===== src/hdl/tcx_pkg.sv =====
// tcx_pkg: shared types, opcodes and sizes for the execute step block
// no dependencies; used by every other file of the block but tcx_ram

package tcx_pkg;

   localparam int REG_COUNT     = 16;
   localparam int REG_AW        = $clog2(REG_COUNT);
   localparam int DATA_W        = 16;
   localparam int PC_W          = 12;
   localparam int PLEN_W        = 13;
   localparam int REQ_TDATA_W   = 16;
   localparam int RSP_TDATA_W   = 40;
   localparam int CSR_AW        = 3;

   localparam logic [PLEN_W-1:0] PLEN_RESET = 13'd4096;
   localparam logic [CSR_AW-1:0] CSR_PROGRAM_LENGTH = 3'd0;
   localparam logic [DATA_W-1:0] SLT_TRUE = 16'd32767;

   localparam logic [3:0] OP_AND = 4'd0;
   localparam logic [3:0] OP_OR  = 4'd1;
   localparam logic [3:0] OP_XOR = 4'd2;
   localparam logic [3:0] OP_NOT = 4'd3;
   localparam logic [3:0] OP_ADD = 4'd4;
   localparam logic [3:0] OP_SUB = 4'd5;
   localparam logic [3:0] OP_MUL = 4'd6;
   localparam logic [3:0] OP_SLT = 4'd7;
   localparam logic [3:0] OP_SHL = 4'd8;
   localparam logic [3:0] OP_SAR = 4'd9;
   localparam logic [3:0] OP_MOV = 4'd10;
   localparam logic [3:0] OP_LIT = 4'd11;
   localparam logic [3:0] OP_IMM = 4'd12;
   localparam logic [3:0] OP_JMP = 4'd13;
   localparam logic [3:0] OP_BZ  = 4'd14;
   localparam logic [3:0] OP_BNZ = 4'd15;

   typedef struct packed {
      logic [3:0] field_c;
      logic [3:0] field_b;
      logic [3:0] field_a;
      logic [3:0] mode;
   } instr_type;

   typedef struct packed {
      logic                     finished;
      logic signed [DATA_W-1:0] write_value;
      logic [REG_AW-1:0]        write_index;
      logic                     write_happened;
      logic [PC_W-1:0]          next_pc;
   } result_type;

   typedef struct packed {
      logic              en;
      logic [REG_AW-1:0] addr;
      logic [DATA_W-1:0] data;
   } rf_write_type;

endpackage


===== src/hdl/tcx_ram.sv =====
// tcx_ram: generic ram, one write port and two registered read ports
// no dependencies

module tcx_ram #(
   parameter int WIDTH = 16,
   parameter int DEPTH = 16
) (
   input  logic                     clock,
   input  logic                     wr_en,
   input  logic [$clog2(DEPTH)-1:0] wr_addr,
   input  logic [WIDTH-1:0]         wr_data,
   input  logic                     rd_en,
   input  logic [$clog2(DEPTH)-1:0] rd_addr0,
   input  logic [$clog2(DEPTH)-1:0] rd_addr1,
   output logic [WIDTH-1:0]         rd_data0,
   output logic [WIDTH-1:0]         rd_data1
);

   logic [WIDTH-1:0] mem_ff [DEPTH];
   logic [WIDTH-1:0] q0_ff;
   logic [WIDTH-1:0] q1_ff;

   always_ff @(posedge clock) begin
      if (wr_en) begin
         mem_ff[wr_addr] <= wr_data;
      end
      if (rd_en) begin
         q0_ff <= mem_ff[rd_addr0];
         q1_ff <= mem_ff[rd_addr1];
      end
   end

   assign rd_data0 = q0_ff;
   assign rd_data1 = q1_ff;

endmodule


===== src/hdl/tcx_regfile.sv =====
// tcx_regfile: 16 x 16-bit register file on tcx_ram with valid bits and
// a bypass of the last write; depends on tcx_pkg and tcx_ram

module tcx_regfile (
   input  logic                       clock,
   input  logic                       reset,
   input  logic                       rd_en,
   input  logic [tcx_pkg::REG_AW-1:0] rd_addr0,
   input  logic [tcx_pkg::REG_AW-1:0] rd_addr1,
   output logic [tcx_pkg::DATA_W-1:0] rd_data0,
   output logic [tcx_pkg::DATA_W-1:0] rd_data1,
   input  tcx_pkg::rf_write_type      wr
);

   logic [tcx_pkg::REG_COUNT-1:0] valid_ff;
   logic [tcx_pkg::REG_AW-1:0]    addr0_ff;
   logic [tcx_pkg::REG_AW-1:0]    addr1_ff;
   logic                          vld0_ff;
   logic                          vld1_ff;
   tcx_pkg::rf_write_type         last_ff;
   logic [tcx_pkg::DATA_W-1:0]    q0;
   logic [tcx_pkg::DATA_W-1:0]    q1;

   tcx_ram #(
      .WIDTH(tcx_pkg::DATA_W),
      .DEPTH(tcx_pkg::REG_COUNT)
   ) u_ram (
      .clock   (clock),
      .wr_en   (wr.en),
      .wr_addr (wr.addr),
      .wr_data (wr.data),
      .rd_en   (rd_en),
      .rd_addr0(rd_addr0),
      .rd_addr1(rd_addr1),
      .rd_data0(q0),
      .rd_data1(q1)
   );

   always_ff @(posedge clock) begin
      if (reset) begin
         valid_ff   <= '0;
         last_ff.en <= 1'b0;
      end else begin
         if (wr.en) begin
            valid_ff[wr.addr] <= 1'b1;
            last_ff.en        <= 1'b1;
         end
      end
      if (wr.en) begin
         last_ff.addr <= wr.addr;
         last_ff.data <= wr.data;
      end
      if (rd_en) begin
         addr0_ff <= rd_addr0;
         addr1_ff <= rd_addr1;
         vld0_ff  <= valid_ff[rd_addr0];
         vld1_ff  <= valid_ff[rd_addr1];
      end
   end

   // last write wins over the registered ram data
   always_comb begin
      if (last_ff.en && last_ff.addr == addr0_ff) begin
         rd_data0 = last_ff.data;
      end else begin
         rd_data0 = vld0_ff ? q0 : '0;
      end
      if (last_ff.en && last_ff.addr == addr1_ff) begin
         rd_data1 = last_ff.data;
      end else begin
         rd_data1 = vld1_ff ? q1 : '0;
      end
   end

endmodule


===== src/hdl/tcx_exec.sv =====
// tcx_exec: alu, load and branch logic for one instruction
// depends on tcx_pkg

module tcx_exec (
   input  tcx_pkg::instr_type         instr,
   input  logic [tcx_pkg::DATA_W-1:0] opnd_x,
   input  logic [tcx_pkg::DATA_W-1:0] opnd_y,
   input  logic [tcx_pkg::PC_W-1:0]   pc,
   input  logic [tcx_pkg::PLEN_W-1:0] program_length,
   output tcx_pkg::result_type        result
);

   logic [7:0]                 imm;
   logic [tcx_pkg::DATA_W-1:0] imm_ext;
   logic [2*tcx_pkg::DATA_W-1:0] prod;
   logic                       wr;
   logic [tcx_pkg::DATA_W-1:0] val;
   logic                       taken;
   logic [tcx_pkg::PC_W-1:0]   offset;
   logic [tcx_pkg::PC_W-1:0]   npc;

   always_comb begin
      imm     = {instr.field_b, instr.field_c};
      imm_ext = {{(tcx_pkg::DATA_W-8){imm[7]}}, imm};
      prod    = opnd_x * opnd_y;
      wr      = 1'b1;
      taken   = 1'b0;
      val     = '0;
      unique case (instr.mode)
         tcx_pkg::OP_AND: val = opnd_x & opnd_y;
         tcx_pkg::OP_OR:  val = opnd_x | opnd_y;
         tcx_pkg::OP_XOR: val = opnd_x ^ opnd_y;
         tcx_pkg::OP_NOT: val = ~opnd_x;
         tcx_pkg::OP_ADD: val = opnd_x + opnd_y;
         tcx_pkg::OP_SUB: val = opnd_x - opnd_y;
         tcx_pkg::OP_MUL: val = prod[tcx_pkg::DATA_W-1:0];
         tcx_pkg::OP_SLT: begin
            val = ($signed(opnd_x) < $signed(opnd_y)) ? tcx_pkg::SLT_TRUE : '0;
         end
         tcx_pkg::OP_SHL: val = {opnd_x[tcx_pkg::DATA_W-2:0], 1'b0};
         tcx_pkg::OP_SAR: val = {opnd_x[tcx_pkg::DATA_W-1], opnd_x[tcx_pkg::DATA_W-1:1]};
         tcx_pkg::OP_MOV: val = opnd_x;
         tcx_pkg::OP_LIT: val = {{(tcx_pkg::DATA_W-4){1'b0}}, instr.field_c};
         tcx_pkg::OP_IMM: val = imm_ext;
         tcx_pkg::OP_JMP: begin
            wr    = 1'b0;
            taken = 1'b1;
         end
         // port x carries the tested register for branches
         tcx_pkg::OP_BZ: begin
            wr    = 1'b0;
            taken = (opnd_x == '0);
         end
         tcx_pkg::OP_BNZ: begin
            wr    = 1'b0;
            taken = (opnd_x != '0);
         end
      endcase
      offset = taken ? imm_ext[tcx_pkg::PC_W-1:0] : tcx_pkg::PC_W'(1);
      npc    = pc + offset;

      result.next_pc        = npc;
      result.write_happened = wr;
      result.write_index    = wr ? instr.field_a : '0;
      result.write_value    = wr ? val : '0;
      result.finished       = ({1'b0, npc} >= program_length);
   end

endmodule


===== src/hdl/tiny_16bit_cpu_execute_step.sv =====
// Execute step of a small 16-bit processor: takes one four-nibble instruction
// per req beat and returns one rsp beat with the next pc, the register
// write-back and the finished flag. One instruction per clock is sustained
// while rsp_tready stays high; the register file read is registered at the
// edge that takes the beat, and the execute result is loaded into the output
// register once it is empty or being taken, which offers the beat's result.
// req_tready drops while a stalled result holds the execute stage, and a
// write is forwarded to the following instruction. Program length is set at
// csr byte address 0. Depends on tcx_pkg, tcx_regfile and tcx_exec.

module tiny_16bit_cpu_execute_step (
   input  logic                            clock,
   input  logic                            reset,
   input  logic                            req_tvalid,
   output logic                            req_tready,
   // mode[3:0], field_a[7:4], field_b[11:8], field_c[15:12]
   input  logic [tcx_pkg::REQ_TDATA_W-1:0] req_tdata,
   output logic                            rsp_tvalid,
   input  logic                            rsp_tready,
   // next_pc[11:0], write_happened[12], write_index[16:13],
   // write_value[32:17], finished[33], zero[39:34]
   output logic [tcx_pkg::RSP_TDATA_W-1:0] rsp_tdata,
   input  logic                            csr_psel,
   input  logic                            csr_penable,
   input  logic                            csr_pwrite,
   input  logic [tcx_pkg::CSR_AW-1:0]      csr_paddr,
   input  logic [31:0]                     csr_pwdata,
   output logic [31:0]                     csr_prdata,
   output logic                            csr_pready
);

   tcx_pkg::instr_type         req_instr;
   tcx_pkg::instr_type         s1_instr_ff;
   logic                       s1_valid_ff;
   logic                       rsp_valid_ff;
   tcx_pkg::result_type        rsp_data_ff;
   logic [tcx_pkg::PC_W-1:0]   pc_ff;
   logic [tcx_pkg::PLEN_W-1:0] plen_ff;
   logic                       accept;
   logic                       advance;
   logic [tcx_pkg::REG_AW-1:0] rd_addr0;
   logic [tcx_pkg::DATA_W-1:0] opnd_x;
   logic [tcx_pkg::DATA_W-1:0] opnd_y;
   tcx_pkg::result_type        result;
   tcx_pkg::rf_write_type      rf_wr;

   assign req_instr  = tcx_pkg::instr_type'(req_tdata);
   assign advance    = s1_valid_ff && (!rsp_valid_ff || rsp_tready);
   assign req_tready = !s1_valid_ff || advance;
   assign accept     = req_tvalid && req_tready;
   assign rd_addr0   = (req_instr.mode == tcx_pkg::OP_BZ || req_instr.mode == tcx_pkg::OP_BNZ)
                       ? req_instr.field_a : req_instr.field_b;

   assign rf_wr.en   = advance && result.write_happened;
   assign rf_wr.addr = s1_instr_ff.field_a;
   assign rf_wr.data = result.write_value;

   tcx_regfile u_regfile (
      .clock   (clock),
      .reset   (reset),
      .rd_en   (accept),
      .rd_addr0(rd_addr0),
      .rd_addr1(req_instr.field_c),
      .rd_data0(opnd_x),
      .rd_data1(opnd_y),
      .wr      (rf_wr)
   );

   tcx_exec u_exec (
      .instr         (s1_instr_ff),
      .opnd_x        (opnd_x),
      .opnd_y        (opnd_y),
      .pc            (pc_ff),
      .program_length(plen_ff),
      .result        (result)
   );

   always_ff @(posedge clock) begin
      if (reset) begin
         s1_valid_ff  <= 1'b0;
         rsp_valid_ff <= 1'b0;
         pc_ff        <= '0;
         plen_ff      <= tcx_pkg::PLEN_RESET;
      end else begin
         if (req_tready) begin
            s1_valid_ff <= req_tvalid;
         end
         if (advance) begin
            rsp_valid_ff <= 1'b1;
            pc_ff        <= result.next_pc;
         end else if (rsp_tready) begin
            rsp_valid_ff <= 1'b0;
         end
         if (csr_psel && csr_penable && csr_pwrite && csr_pready
             && csr_paddr == tcx_pkg::CSR_PROGRAM_LENGTH) begin
            plen_ff <= csr_pwdata[tcx_pkg::PLEN_W-1:0];
         end
      end
      if (accept) begin
         s1_instr_ff <= req_instr;
      end
      if (advance) begin
         rsp_data_ff <= result;
      end
   end

   assign rsp_tvalid = rsp_valid_ff;
   assign rsp_tdata  = {{(tcx_pkg::RSP_TDATA_W - $bits(tcx_pkg::result_type)){1'b0}},
                        rsp_data_ff};

   assign csr_pready = 1'b1;
   assign csr_prdata = (csr_paddr == tcx_pkg::CSR_PROGRAM_LENGTH)
                       ? {{(32-tcx_pkg::PLEN_W){1'b0}}, plen_ff} : '0;

endmodule


===== config.mk =====
export PLATFORM = sky130hd
export DESIGN_NAME = tiny_16bit_cpu_execute_step
export DESIGN_NICKNAME = d
export VERILOG_FILES = /design/src/hdl/tcx_pkg.sv /design/src/hdl/tcx_ram.sv /design/src/hdl/tcx_regfile.sv /design/src/hdl/tcx_exec.sv /design/src/hdl/tiny_16bit_cpu_execute_step.sv
export SDC_FILE = /design/constraint.sdc
export NUM_CORES = 1
export LEC_CHECK = 0
export ABC_CLOCK_PERIOD_IN_PS = 10920
export BUFFER_PORTS_ARGS = -buffer_cell sky130_fd_sc_hd__buf_2
export CAP_MARGIN = 20
export CORE_MARGIN = 8
export CORE_UTILIZATION = 60
export CTS_BUF_LIST = sky130_fd_sc_hd__clkbuf_4 sky130_fd_sc_hd__clkbuf_8 sky130_fd_sc_hd__clkbuf_16
export CTS_CLUSTER_SIZE = 12
export DETAILED_ROUTE_END_ITERATION = 8
export PLACE_DENSITY = 0.78
export SETUP_SLACK_MARGIN = 0.05
export SYNTH_ARGS = -nofsm -noshare
export SYNTH_HDL_FRONTEND = slang
export SYNTH_SLANG_ARGS = --single-unit

===== constraint.sdc =====
create_clock -name clock -period 10.92 [get_ports clock]
set_input_delay 2.184 -clock clock [delete_from_list [all_inputs] [get_ports clock]]
set_output_delay 2.184 -clock clock [all_outputs]
set_load 0.01 [all_outputs]

[After elaboration in Yosys (flattened, before gate mapping)]
Memories as Yosys holds them, arrays and structs flattened. A register that Yosys moved wholly into a read port is not among the register bits.
Index checks and enable logic that the tools add are counted.
Storage, ports and cells
  flip-flop bits (word level): 120
  bits in writable memories: 256
  bits of input ports: 58
  output and inout port bits: 75
  memories: 1
Memory list
  u_regfile.u_ram.mem_ff: words 16, width 16, read ports 2, clocked after memory_dff 2, write ports 1, RTL line tcx_ram.sv:19  | logic [WIDTH-1:0] mem_ff [DEPTH];
Cells by class
  $add $sub $neg: 3
  multipliers: 1
  order comparisons: 6
  eq/ne operators: 19
  muxes and demuxes: 22
  bitwise gates (word level): 5
  reductions and logical operators: 20
Operator list (count)
  16-bit case mux with 13 select lines: 1
  16-bit 2-to-1 mux: 5
  4-bit equality test, second input constant: 10
  16-bit bitwise OR: 2
  16-bit adder: 1
  16-bit AND: 1
  4-bit by 3-bit equality test with 1-bit output, second input constant: 4
  16-bit logical NOT: 1
  16-bit < comparator: 1
  16-bit by 16-bit multiplier with 16-bit output: 1
  16-bit NOT: 1
  16-bit nonzero test: 1
  16-bit subtractor: 1
  16-bit XOR: 1
  4-bit by 5-bit < comparator with 1-bit output, second input constant: 3
  15-bit 2-to-1 mux: 1
  12-bit by 13-bit >= comparator with 1-bit output: 1
  13-bit 2-to-1 mux: 1
  12-bit adder: 1
  12-bit 2-to-1 mux: 1
  1-bit logical AND: 9
  1-bit binary-select mux with 4-bit select: 2
  4-bit by 2-bit equality test with 1-bit output, second input constant: 2
  4-bit equality test: 2
  other kinds (12): 22

[Logic depth before layout (Yosys ltp)]
  depth in word-level cells: 8
  mapped depth: 30

[Hierarchy]
Synthesis repeated with hierarchy kept, for this count alone.
Unflattened totals
  cells, all modules: 2064
  area, all modules: 25660.9 µm²
By module, submodules not included
  tcx_ram: times used 1, cells an instance 585, area each 12689.7 µm²
  tcx_exec: times used 1, cells an instance 1049, area each 7628.6 µm²
  tiny_16bit_cpu_execute_step: times used 1, cells an instance 222, area each 2987.9 µm²
  tcx_regfile: times used 1, cells an instance 208, area each 2354.8 µm²

[Worst setup path after synthesis]
No wires, ideal clock.
  kind: register to register
  from: register u_regfile.last_ff[16] (netlist name)
  to: register rsp_data_ff (netlist bit rsp_tdata[32]), data pin
  arrival time: 6.880 ns
  data required time: 10.548 ns
  slack: 3.668 ns
  stages on the path, launching flop included: 28
  path buffers: 2
  period minus slack after synthesis: 7.252 ns
  path through: edfxtp_1 > xnor2_1 > nand3_2 > buf_2 > o211ai_1 > and2_1 > clkbuf_1 > inv_1 > ha_1 > inv_1 > fa_1 > fa_1 > inv_1 > fa_1 > fa_1 > inv_1 > fa_1 > fa_1 > xnor2_1 > xnor2_1 > xnor2_1 > xnor2_1 > xnor2_1 > xnor3_1 > xnor3_1 > xnor2_1 > a221oi_1 > o211ai_1
RTL lines
  start: declaration: RTL line tcx_regfile.sv:20  | tcx_pkg::rf_write_type last_ff;
  end signal: assignment: RTL line tiny_16bit_cpu_execute_step.sv:103  | rsp_data_ff <= result;
  end: declaration: RTL line tiny_16bit_cpu_execute_step.sv:36  | tcx_pkg::result_type rsp_data_ff;

==> impl_metrics.tcl <==
set metrics [dict create \
    rsz0062_at_grt "false" \
    grt_overflow_total 0 \
    synth_top_area_share_pct 42.95 \
    async_flop_share_pct 0 \
    synthesis.area_mm2 0.02545 \
    clk_pin_slew_worst_paths_ps 60 \
    synth_fa_ha_area_share_pct 12.43 \
    die_area_mm2 0.04926 \
    layoutNonFillerInstCount 2967 \
    gp_congestion 1.018 \
    ctsResizeCount 0 \
    cp_slowest_cell "and2_1" \
    synthMuxAreaShare_pct 8.422 \
    cts_tree "yes" \
    core-area_mm2 0.04195 \
    drc 0 \
    worstSetupPathType "reg -> reg" \
    max_stage_delay_ps 660 \
    htree_levels 2 \
    synth-edff-count 364 \
    status "completed" \
    grt_usage_pct 29.29 \
    crit_arrival_ps 8900 \
    ant_nets 0 \
    grt_pass1_vias 19603 \
    hp-class "reg -> reg" \
    layout.nets 2663 \
    postCtsSetupRepairBufs 0 \
    avgSynthCellArea_um2 10.74 \
    p_leak_nw 10.79 \
    clock_skew_ps 26.35 \
    yosys_register_bits 408 \
    via_per_inst 6.618 \
    report.final.hold_viol_count 0 \
    yosysMostFrequentCell "nand2_1" \
    max-slew-margin-rel_pct 19.23 \
    yosys_most_used_dff "edfxtp_1" \
    grt_max_degree 137 \
    wl_mm 74.06 \
    drv_cap 0 \
    layout_min_cycle_time_ps 8628 \
    setup_tns_ps 0 \
    cp-end-kind "flop" \
    synth_warnings 0 \
    dp.cells 2894 \
    ys_types 82 \
    ctsHoldBuffers 0 \
    grt_pass1_wl_mm 112.0 \
    cts_buffers 42 \
    synth_commonest_cells "nand2_1 (424), edfxtp_1 (364), nor2_1 (175)" \
    setup_viol 0 \
    drive_gt1_share_pct 13.89 \
    io_buffers 87 \
    cts.sink_count 408 \
    vias 19636 \
    maxClockFrequency_ghz 0.1159 \
    antenna_found_initial 0 \
    synth_area_leaders "edfxtp_1 (43%), mux4_2 (7.6%), fa_1 (6.5%)" \
    worstPathMaxFanout 18 \
    ir_worst_vdd_v 0.0001450 \
    die_x_um 221.9 \
    fin_crit_sh_pct 79.01 \
    synth_top_family_by_area "simple AND/OR/NAND/NOR gates" \
    yosys.area_share.xor_xnor_pct 2.208 \
    critPathTopFamily "adder cells" \
    crit_top_cell "fa_1" \
    yosys.area_share.simple_pct 15.73 \
    path_buf_inv 6 \
    dp_hpwl_mm 48.53 \
    syn_inst 2369 \
    clkLatencyLatePin_ps 560 \
    tightestPinTransition_ps 1207 \
    root_buffer "clkbuf_16" \
    synth_compound_area_share_pct 9.224 \
    p_per_area_mw_per_mm2 145.3 \
    drt-initial-drc-count 2434 \
    top_level_ports 133 \
    rows 75 \
    start_util_pct 60.67 \
    die_h_um 221.9 \
    wl_per_cell_um 24.96 \
    cp_data_required_time_ps 11190 \
    clockBufferDepth 3 \
    syn2layout_area_growth_pct 8.697 \
    yosysSeqAreaShare_pct 46.41 \
    synth_top_area_cell "edfxtp_1" \
    firstDrtPassIters 6 \
    start_kind "flop" \
    finalMaxSlewViolations 0 \
]
==> flip-flops by register name, summed over array words and instances (netlist names), 4 cells and up <==
signal                    cells
u_regfile.u_ram.mem_ff      256
rsp_tdata                    34
u_regfile.last_ff            21
u_regfile.u_ram.rd_data0     16
u_regfile.u_ram.rd_data1     16
u_regfile.valid_ff           16
plen_ff                      13
pc_ff                        12
s1_instr_ff                   8
rf_wr                         4
u_regfile.addr0_ff            4
u_regfile.addr1_ff            4
==> power breakdown <==
| group | switching (mW) | internal, mW | total, mW | leakage, nW |
|---|---|---|---|---|
| logic | 0.549 | 0.262 | 0.811 | 6.42 |
| registers | 0.0301 | 1.82 | 1.85 | 3.72 |
| clock network | 0.583 | 0.774 | 1.36 | 0.645 |
==> worst register-to-register path, cell delays in order, from the launching register on <==
cell,delay (ps)
edfxtp_1,450
xnor2_1,290
nand3_2,350
o211ai_1,330
and2_1,660
inv_1,390
ha_1,390
fa_1,510
inv_1,50
fa_1,400
fa_1,520
fa_1,550
inv_1,50
fa_1,480
inv_1,60
fa_1,480
inv_1,40
ha_1,350
nand3_1,110
nand2_1,50
a41o_1,210
o41ai_1,650
xnor2_1,250
a221oi_1,330
o211ai_1,160
buf_4,230
==> final cells by class <==
type | instances | area (um2)
well taps | 539 | 674.4
repair buffers | 133 | 793.3
clock inverters | 8 | 66.31
flip-flops and latches | 408 | 11810
inverters | 178 | 673.1
multi-input cells | 1639 | 12420
diodes | 1 | 2.502
fillers | 3034 | 14290
clock buffers | 61 | 1217
==> logic make-up (layout without fill, tap and decap cells) <==
kind of cell | after synthesis | count (layout)
DFF | 408 | 408
buffers and inverters | 346 | 380
xor gates and xnor gates | 57 | 57
muxes | 104 | 104
and+or+nand+nor | 911 | 911
adders and majority gates | 203 | 203
other | 2 | 27
AOI/OAI and AO/OA | 338 | 338
==> final timing paths <==
kind | slack (ps) | cells past startpoint | start | to
setup / recovery | 2290 | 25 | u_regfile.last_ff[16] | u_regfile.u_ram.mem_ff[0][15]
hold / removal | 460 | 2 | pc_ff[3] | pc_ff[3]
setup reg to reg | 2290 | 25 | u_regfile.last_ff[16] | u_regfile.u_ram.mem_ff[0][15]
hold reg to reg | 460 | 2 | pc_ff[3] | pc_ff[3]
==> layer usage <==
layer  vias up  GRT usage, %  wire, um
li1       8450             -         -
met1      9532         36.73     26630
met2      1360         47.88     34840
met3       294         6.573      8860
met4         0         14.13      3735
met5         -             0         0
==> layout by cell type, fill, tap and decap left out, drive strengths merged, types with 5 or more instances in the layout <==
master and instances:
dfxtp 44, nand2 425, a22oi 5, nand3 167
buf 132, a21oi 95, nand4 9, o31ai 5
a221o 7, a311oi 35, nand2b 11, clkinv 11
a31oi 22, and3 22, nor2b 16, o22ai 21
o21ai 26, o211ai 22, o221ai 12, inv 174
conb 26, a211oi 8, xor2 10, fa 83
nor3 19, ha 120, and2 42, xnor2 43
mux4 86, nand3b 6, clkbuf 62, o21bai 11
a221oi 7, a21o 28, nor2 176, edfxtp 364
mux2i 17
==> stage by stage <==
step	total power, mW	cell area (um2)	util [%]	setup slack, ps	hold slack (ps)
after floorplan	2.400	25540	-	3668	440.6
after global placement	2.644	26360	62.83	2654	447.8
after detailed placement	2.664	26360	62.83	2489	450.8
after CTS	4.004	27640	65.89	2406	459.4
after global routing	4.144	27660	65.94	2033	487.3
final	4.018	27660	65.94	2292	460.7
Note: power is estimated with default switching activity, not from simulation.
